`config.mk`:
```
export PLATFORM = sky130hd
export DESIGN_NAME = acpi_ec_host_interface_top
export DESIGN_NICKNAME = d
export VERILOG_FILES = /design/src/hdl/ecif_pkg.sv /design/src/hdl/ecif_ram.sv /design/src/hdl/ecif_ctrl.sv /design/src/hdl/ecif_datapath.sv /design/src/hdl/acpi_ec_host_interface_top.sv
export SDC_FILE = /design/constraint.sdc
export NUM_CORES = 2
export LEC_CHECK = 0
export BUFFER_PORTS_ARGS = -buffer_cell sky130_fd_sc_hd__buf_2
export CORE_AREA = 2 2 641 324
export CTS_CLUSTER_SIZE = 14
export DETAILED_ROUTE_END_ITERATION = 10
export DIE_AREA = 0 0 643 326
export PLACE_DENSITY_LB_ADDON = 0.12
export REMOVE_ABC_BUFFERS = 1
export SYNTH_ARGS = -nofsm -noshare
export SYNTH_HDL_FRONTEND = slang
export SYNTH_SLANG_ARGS = --single-unit
```
`constraint.sdc`:
```
create_clock -name clk -period 2.8 [get_ports clk]
set_input_delay 0.14 -clock clk [delete_from_list [all_inputs] [get_ports clk]]
set_output_delay 0.14 -clock clk [all_outputs]
set_load 0.005 [all_outputs]
```
`src/hdl/ecif_pkg.sv`:
```
// Package for the embedded controller host interface.
// Holds the command/status structs between controller and datapath, and fixed codes.
// No dependencies.
`timescale 1ns / 1ps

package ecif_pkg;

  localparam int unsigned BYTE_W     = 8;
  localparam int unsigned CFG_IDX_W  = 1;

  localparam logic [CFG_IDX_W-1:0] CFG_READ_CODE  = 1'b0;
  localparam logic [CFG_IDX_W-1:0] CFG_WRITE_CODE = 1'b1;

  localparam logic [BYTE_W-1:0] READ_CODE_RESET  = 8'h80;
  localparam logic [BYTE_W-1:0] WRITE_CODE_RESET = 8'h81;

  localparam logic PORT_DATA  = 1'b0;
  localparam logic PORT_CMD   = 1'b1;
  localparam logic MODE_READ  = 1'b0;
  localparam logic MODE_WRITE = 1'b1;

  localparam int unsigned STATUS_OBF_BIT = 0;
  localparam int unsigned STATUS_IBF_BIT = 1;
  localparam int unsigned STATUS_CMD_BIT = 3;

  typedef struct packed {
    logic accept;
    logic start_read;
    logic load_buf;
    logic store_wr;
    logic latch_addr;
    logic set_full;
    logic clr_full;
    logic set_cmd;
    logic clr_cmd;
    logic sel_status;
    logic sel_buffer;
    logic consumed;
  } ecif_cmd_t;

  typedef struct packed {
    logic read_hit;
    logic write_hit;
    logic out_valid;
  } ecif_sts_t;

endpackage

```
`src/hdl/ecif_ram.sv`:
```
// Generic single-write, single-read RAM with registered read data.
// No dependencies.
`timescale 1ns / 1ps

module ecif_ram #(
  parameter int unsigned WIDTH = 8,
  parameter int unsigned DEPTH = 256
) (
  input  logic                     clk,
  input  logic                     we,
  input  logic [$clog2(DEPTH)-1:0] waddr,
  input  logic [WIDTH-1:0]         wdata,
  input  logic [$clog2(DEPTH)-1:0] raddr,
  output logic [WIDTH-1:0]         rdata
);

  logic [WIDTH-1:0] mem [DEPTH];

  always_ff @(posedge clk) begin
    if (we) begin
      mem[waddr] <= wdata;
    end
    rdata <= mem[raddr];
  end

endmodule

```
`src/hdl/ecif_ctrl.sv`:
```
// Controller for the embedded controller host interface: transaction phase and handshake.
// Depends on ecif_pkg; drives ecif_cmd_t to the datapath, reads ecif_sts_t back.
`timescale 1ns / 1ps

module ecif_ctrl (
  input  logic              clk,
  input  logic              rst,
  input  logic              in_valid,
  output logic              in_stall,
  input  logic              port_select,
  input  logic              mode,
  input  logic              out_stall,
  input  ecif_pkg::ecif_sts_t sts,
  output ecif_pkg::ecif_cmd_t cmd
);
  import ecif_pkg::*;

  typedef enum logic [2:0] {
    ST_IDLE,
    ST_READ_ADDR,
    ST_WRITE_ADDR,
    ST_WRITE_DATA,
    ST_LOAD
  } state_t;

  state_t state;
  state_t state_next;

  always_comb begin
    cmd        = '0;
    state_next = state;
    in_stall   = (state == ST_LOAD) || (sts.out_valid && out_stall);
    cmd.accept = in_valid && !in_stall;

    if (state == ST_LOAD) begin
      cmd.load_buf = 1'b1;
      state_next   = ST_IDLE;
    end

    if (cmd.accept) begin
      priority if (mode == MODE_READ) begin
        if (port_select == PORT_CMD) begin
          cmd.sel_status = 1'b1;
        end else begin
          cmd.sel_buffer = 1'b1;
          cmd.clr_full   = 1'b1;
        end
      end else if (port_select == PORT_CMD) begin
        cmd.set_cmd = 1'b1;
        priority if (sts.read_hit) begin
          state_next   = ST_READ_ADDR;
          cmd.consumed = 1'b1;
        end else if (sts.write_hit) begin
          state_next   = ST_WRITE_ADDR;
          cmd.consumed = 1'b1;
        end else begin
          state_next = ST_IDLE;
        end
      end else begin
        cmd.clr_cmd = 1'b1;
        unique case (state)
          ST_READ_ADDR: begin
            cmd.start_read = 1'b1;
            cmd.latch_addr = 1'b1;
            cmd.set_full   = 1'b1;
            cmd.consumed   = 1'b1;
            state_next     = ST_LOAD;
          end
          ST_WRITE_ADDR: begin
            cmd.latch_addr = 1'b1;
            cmd.consumed   = 1'b1;
            state_next     = ST_WRITE_DATA;
          end
          ST_WRITE_DATA: begin
            cmd.store_wr = 1'b1;
            cmd.consumed = 1'b1;
            state_next   = ST_IDLE;
          end
          default: begin
          end
        endcase
      end
    end
  end

  always_ff @(posedge clk) begin
    if (rst) begin
      state <= ST_IDLE;
    end else begin
      state <= state_next;
    end
  end

endmodule

```
`src/hdl/ecif_datapath.sv`:
```
// Datapath for the embedded controller host interface: command codes, address latch,
// output buffer, status flags, byte store with valid bits, and result register.
// Depends on ecif_pkg and ecif_ram.
`timescale 1ns / 1ps

module ecif_datapath #(
  parameter int unsigned STORE_DEPTH = 256
) (
  input  logic                                 clk,
  input  logic                                 rst,
  input  logic                                 cfg_we,
  input  logic [ecif_pkg::CFG_IDX_W-1:0]       cfg_index,
  input  logic [ecif_pkg::BYTE_W-1:0]          cfg_data,
  input  logic [ecif_pkg::BYTE_W-1:0]          write_data,
  input  logic                                 out_stall,
  output logic                                 out_valid,
  output logic [ecif_pkg::BYTE_W-1:0]          read_data,
  output logic                                 consumed,
  input  ecif_pkg::ecif_cmd_t                  cmd,
  output ecif_pkg::ecif_sts_t                  sts
);
  import ecif_pkg::*;

  localparam int unsigned AW = $clog2(STORE_DEPTH);
  localparam logic [BYTE_W:0] DEPTH_LIMIT = (BYTE_W + 1)'(STORE_DEPTH);

  logic [BYTE_W-1:0]      read_code;
  logic [BYTE_W-1:0]      write_code;
  logic [BYTE_W-1:0]      address_latch;
  logic [BYTE_W-1:0]      output_buffer;
  logic                   output_full;
  logic                   last_was_command;
  logic [STORE_DEPTH-1:0] valid;
  logic                   rd_ok;
  logic                   rd_hit;
  logic                   wr_ok;
  logic                   ram_we;
  logic [BYTE_W-1:0]      ram_rdata;
  logic [BYTE_W-1:0]      status_byte;
  logic [BYTE_W-1:0]      rdata_next;

  assign sts.read_hit  = (write_data == read_code);
  assign sts.write_hit = (write_data == write_code);
  assign sts.out_valid = out_valid;

  assign rd_hit = ({1'b0, write_data} < DEPTH_LIMIT) && valid[write_data[AW-1:0]];
  assign wr_ok  = ({1'b0, address_latch} < DEPTH_LIMIT);
  assign ram_we = cmd.store_wr && wr_ok;

  ecif_ram #(
    .WIDTH(BYTE_W),
    .DEPTH(STORE_DEPTH)
  ) u_store (
    .clk  (clk),
    .we   (ram_we),
    .waddr(address_latch[AW-1:0]),
    .wdata(write_data),
    .raddr(write_data[AW-1:0]),
    .rdata(ram_rdata)
  );

  always_comb begin
    status_byte                 = '0;
    status_byte[STATUS_CMD_BIT] = last_was_command;
    status_byte[STATUS_IBF_BIT] = 1'b0;
    status_byte[STATUS_OBF_BIT] = output_full;
    priority if (cmd.sel_status) begin
      rdata_next = status_byte;
    end else if (cmd.sel_buffer) begin
      rdata_next = output_buffer;
    end else begin
      rdata_next = '0;
    end
  end

  always_ff @(posedge clk) begin
    rd_ok <= rd_hit;
    if (cmd.latch_addr) begin
      address_latch <= write_data;
    end
    if (cmd.load_buf) begin
      output_buffer <= rd_ok ? ram_rdata : '0;
    end
    if (cmd.accept) begin
      read_data <= rdata_next;
      consumed  <= cmd.consumed;
    end
    if (rst) begin
      read_code        <= READ_CODE_RESET;
      write_code       <= WRITE_CODE_RESET;
      output_full      <= 1'b0;
      last_was_command <= 1'b0;
      valid            <= '0;
      out_valid        <= 1'b0;
      address_latch    <= '0;
      output_buffer    <= '0;
    end else begin
      if (cfg_we) begin
        priority if (cfg_index == CFG_READ_CODE) begin
          read_code <= cfg_data;
        end else if (cfg_index == CFG_WRITE_CODE) begin
          write_code <= cfg_data;
        end
      end
      if (cmd.set_full) begin
        output_full <= 1'b1;
      end else if (cmd.clr_full) begin
        output_full <= 1'b0;
      end
      if (cmd.set_cmd) begin
        last_was_command <= 1'b1;
      end else if (cmd.clr_cmd) begin
        last_was_command <= 1'b0;
      end
      if (ram_we) begin
        valid[address_latch[AW-1:0]] <= 1'b1;
      end
      if (cmd.accept) begin
        out_valid <= 1'b1;
      end else if (!out_stall) begin
        out_valid <= 1'b0;
      end
    end
  end

endmodule

```
`src/hdl/acpi_ec_host_interface_top.sv`:
```
// Embedded controller host interface, device side: top level.
// Output: a word's result is in the output register in the cycle after it is accepted.
// Throughput: one word per cycle while the output is not stalled; a data write that
// completes a read command stalls the input while the byte store is read into the output buffer.
// Reset: synchronous; clears flags, phase, buffer and every store valid bit at once.
// Depends on ecif_pkg, ecif_ctrl, ecif_datapath, ecif_ram.
`timescale 1ns / 1ps

module acpi_ec_host_interface_top #(
  parameter int unsigned STORE_DEPTH = 256
) (
  input  logic                           clk,
  input  logic                           rst,
  input  logic                           cfg_we,
  input  logic [ecif_pkg::CFG_IDX_W-1:0] cfg_index,
  input  logic [ecif_pkg::BYTE_W-1:0]    cfg_data,
  input  logic                           in_valid,
  output logic                           in_stall,
  input  logic                           port_select,
  input  logic                           mode,
  input  logic [ecif_pkg::BYTE_W-1:0]    write_data,
  output logic                           out_valid,
  input  logic                           out_stall,
  output logic [ecif_pkg::BYTE_W-1:0]    read_data,
  output logic                           consumed
);
  import ecif_pkg::*;

  ecif_cmd_t cmd;
  ecif_sts_t sts;

  ecif_ctrl u_ctrl (
    .clk        (clk),
    .rst        (rst),
    .in_valid   (in_valid),
    .in_stall   (in_stall),
    .port_select(port_select),
    .mode       (mode),
    .out_stall  (out_stall),
    .sts        (sts),
    .cmd        (cmd)
  );

  ecif_datapath #(
    .STORE_DEPTH(STORE_DEPTH)
  ) u_datapath (
    .clk       (clk),
    .rst       (rst),
    .cfg_we    (cfg_we),
    .cfg_index (cfg_index),
    .cfg_data  (cfg_data),
    .write_data(write_data),
    .out_stall (out_stall),
    .out_valid (out_valid),
    .read_data (read_data),
    .consumed  (consumed),
    .cmd       (cmd),
    .sts       (sts)
  );

`ifndef SYNTHESIS
  a_load_follows_read: assert property (@(posedge clk) disable iff (rst)
    cmd.start_read |=> cmd.load_buf)
    else $error("store read not followed by buffer load");

  a_load_blocks_input: assert property (@(posedge clk) disable iff (rst)
    cmd.load_buf |-> in_stall)
    else $error("input accepted during buffer load");

  a_accept_gives_result: assert property (@(posedge clk) disable iff (rst)
    cmd.accept |=> out_valid)
    else $error("accepted word produced no result");

  a_read_sets_no_consume: assert property (@(posedge clk) disable iff (rst)
    (cmd.accept && mode == MODE_READ) |=> (out_valid && !consumed))
    else $error("read access reported as consumed");
`endif

endmodule

```
==> reports/metrics.yaml <==
cp.arrival_ns: 3.49
status: "complete, no violations"
grt-ovfl-total: 0
fin_crit_ns: 2.757
synth_top_area_share: 0.6746
grt_pass1_wl_um: 375600
critPathRequiredTime_ns: 3.53
setup_viol: 0
post-synth-top-count-cell: "edfxtp_1"
row_count: 118
async_flop_share: 0
fillerInstances: 16440
crit_path_top_delay_cell: "nor4_1"
ys_seq_area_frac: 0.7408
grt.total_usage: 0.2502
synthFlopType: "edfxtp_1"
clk_latency_ns: 0.88
first_iter_violations: 7518
leakage_nw: 34.84
final_max_slew_viol_count: 0
grt_pass1_vias: 49230
fp.coreArea_mm2: 0.2049
clkTransAtPathRegs_ns: 0.06
final_cells: 8599
drv_cap: 0
clk_path_buf_depth: 4
place_inst: 8200
nets: 5725
initial_core_util: 0.4468
max_slew_margin: 0.2529
grt_max_degree: 109
min_path_type: "in2reg"
vias_per_cell: 6.045
rsz0062_at_grt: "false"
drive_above_1_share: 0.2796
place_ws_ns: -0.8936
place_area_mm2: 0.09994
wl_met2_um: 102000
tightest_slew_ns: 1.121
cts-buffers-inserted: 209
syn_inst: 5003
cts_root_buf: "clkbuf_16"
finClkSkew_ns: 0.05890
die_w_um: 643
power_mw: 68.97
timing.final.crit_share: 0.9848
cts_tree: "built"
end_kind: "flip-flop"
clock.fmax_ghz: 0.3627
fin_ws_ns: 0.04269
critical_path.max_fanout: 38
cpMostUsedCell: "nor4_1"
ioPinCount: 35
hold_viol_final: 0
critical_path.cell_chain: "buf_8, buf_4, dlygate4sd3_1, buf_12, mux4_2, a22oi_1, a21oi_1, nor4_1, nor4_1"
die_h_um: 326
ant_nets: 0
syn_area_per_cell_um2: 18.30
gp_congestion: 0.8526
ff_latch_area_mm2: 0.06784
yosysWarnings: 0
post_drt_wl_per_cell_um: 30.77
route.detailed.drc: 0
yosysUniqueCellTypes: 66
dp_hpwl_um: 176700
dieArea_mm2: 0.2096
powerDensity_mw_per_mm2: 647.3
cts_max_level: 4
wl_met3_um: 32140
antenna_found_initial: 15
top_layer_used: "met4"
synth_seq_cells: 2360
port_buffers: 34
route.vias.total: 51980
synth_edf_count: 2057
yosysTopAreaCell: "edfxtp_1"
cp_slowest_stage_delay_ns: 0.68
synthesis.area_mm2: 0.09157
worstSetupPathType: "in2reg"
dr.pass1.iters: 6
ys_top_cells_by_count: "edfxtp_1, nor2_1, mux4_2"
ir_worst_vdd_mv: 0.6946
crit_path_start_kind: "input port"
routed_wl_um: 264600
area_delta_synth_final_pct: 16.37
fin_area_mm2: 0.1066
multi_input_area_mm2: 0.02183
synth.area.top_cells: "edfxtp_1, mux4_2, dfxtp_1, nor2_1, a22oi_1"
drt-met1-wl_um: 126000
clock-sinks: 2360
==> critical path: cells and delay by family <==
family | cells | cell delay [ns]
AND/OR/NAND/NOR | 2 | 0.78
AO/OA/AOI/OAI | 2 | 0.71
buffers and inverters | 4 | 1.21
multiplexers | 1 | 0.54
==> placed cells by master (no fill, tap or decap), types with 11 or more instances in the layout <==
cell type and instances:
edfxtp_1 2057, buf_4 706, nor2_1 564, mux4_2 504, dfxtp_1 302, a21oi_1 219, clkbuf_16 213, a22oi_1 209
a31oi_1 204, mux2i_1 143, nand2_1 91, clkbuf_1 75, buf_12 68, dlygate4sd3_1 46, o221ai_1 29, o22ai_1 27
clkinv_1 27, o21ai_0 25, buf_2 25, nor4_1 22, a211oi_1 21, nand3_1 18, nor4_2 13, a2111oi_0 13
clkinv_2 11, clkbuf_8 11
==> stage by stage <==
step            TNS, ns  hold slack (ns)    util
2_1_floorplan  -2271.24           0.2091       -
3_3_place_gp     -4.974           0.3706  0.4877
3_5_place_dp     -7.230           0.3790  0.4877
4_1_cts               0        0.0001500  0.5197
5_1_grt               0          0.02886  0.5199
6_report              0          0.05400  0.5200
==> worst paths after layout <==
kind | end | from | depth (start not counted) | slack (ns)
setup / recovery | u_datapath.u_store.rdata[1]$_DFF_P_ | write_data[0] | 9 | 0.04
hold / removal | u_datapath.u_store.mem[203][0]$_DFFE_PP_ | write_data[0] | 3 | 0.05
setup reg to reg | u_datapath.u_store.mem[66][6]$_DFFE_PP_ | u_ctrl.state[2]$_SDFF_PP0_ | 10 | 0.13
hold reg to reg | u_datapath.output_buffer[2]$_SDFFE_PP0P_ | u_datapath.output_buffer[2]$_SDFFE_PP0P_ | 2 | 0.45
==> metal layers <==
metal  up-vias  GRT usage
met5         -          0
met4         0    0.04482
met3       281    0.06939
met2      2827     0.3137
met1     27260     0.4258
li1      21610          -
==> registers in the layout, summed over array words and instances, names as in the netlist <==
signal and flops:
u_datapath.read_code 8, u_ctrl.state 3, u_datapath.u_store.rdata 8, u_datapath.output_full 1, u_datapath.output_buffer 8, u_datapath.address_latch 8
u_datapath.last_was_command 1, u_datapath.write_code 8, u_datapath.consumed 1, u_datapath.u_store.mem 2048, u_datapath.rd_ok 1, u_datapath.out_valid 1
u_datapath.read_data 8, u_datapath.valid 256
==> logic make-up (layout without fill, tap and decap cells) <==
kind of cell              after synthesis  after routing  synth area share
xor gates and xnor gates               17             17          0.001626
other                                   0              3                 0
buffers and inverters                 371           1204           0.02350
muxes                                 652            652            0.1402
AOI/OAI and AO/OA                     784            784           0.05545
DFF                                  2360           2360            0.7408
and+or+nand+nor                       819            819           0.03840
==> cell type report <==
type	count	share of cell area
multi-input combinational	2272	0.2049
inverter	4	0.0001409
clock inverter	45	0.002395
sequential	2360	0.6366
antenna	3	0.00007046
tap	2760	0.03241
timing repair buffer	854	0.06928
clock buffer	301	0.05418
==> report_power, final <==
part / internal (mW) / switching (mW)
Clock: 14.4 / 12.6
Combinational: 1.44 / 2.34
Sequential: 38.2 / 0.0671
Total: 54.0 / 15.0
==> what timing repair did <==
action	in CTS	in global routing
hold buffers	48	0
setup buffers	2	0
gates cloned	0	0
resized for setup	1	10
pin swaps	1	0
endpoints found under the hold margin	668	0
setup endpoints to repair	109	432
(Power assumes the default switching activity.)
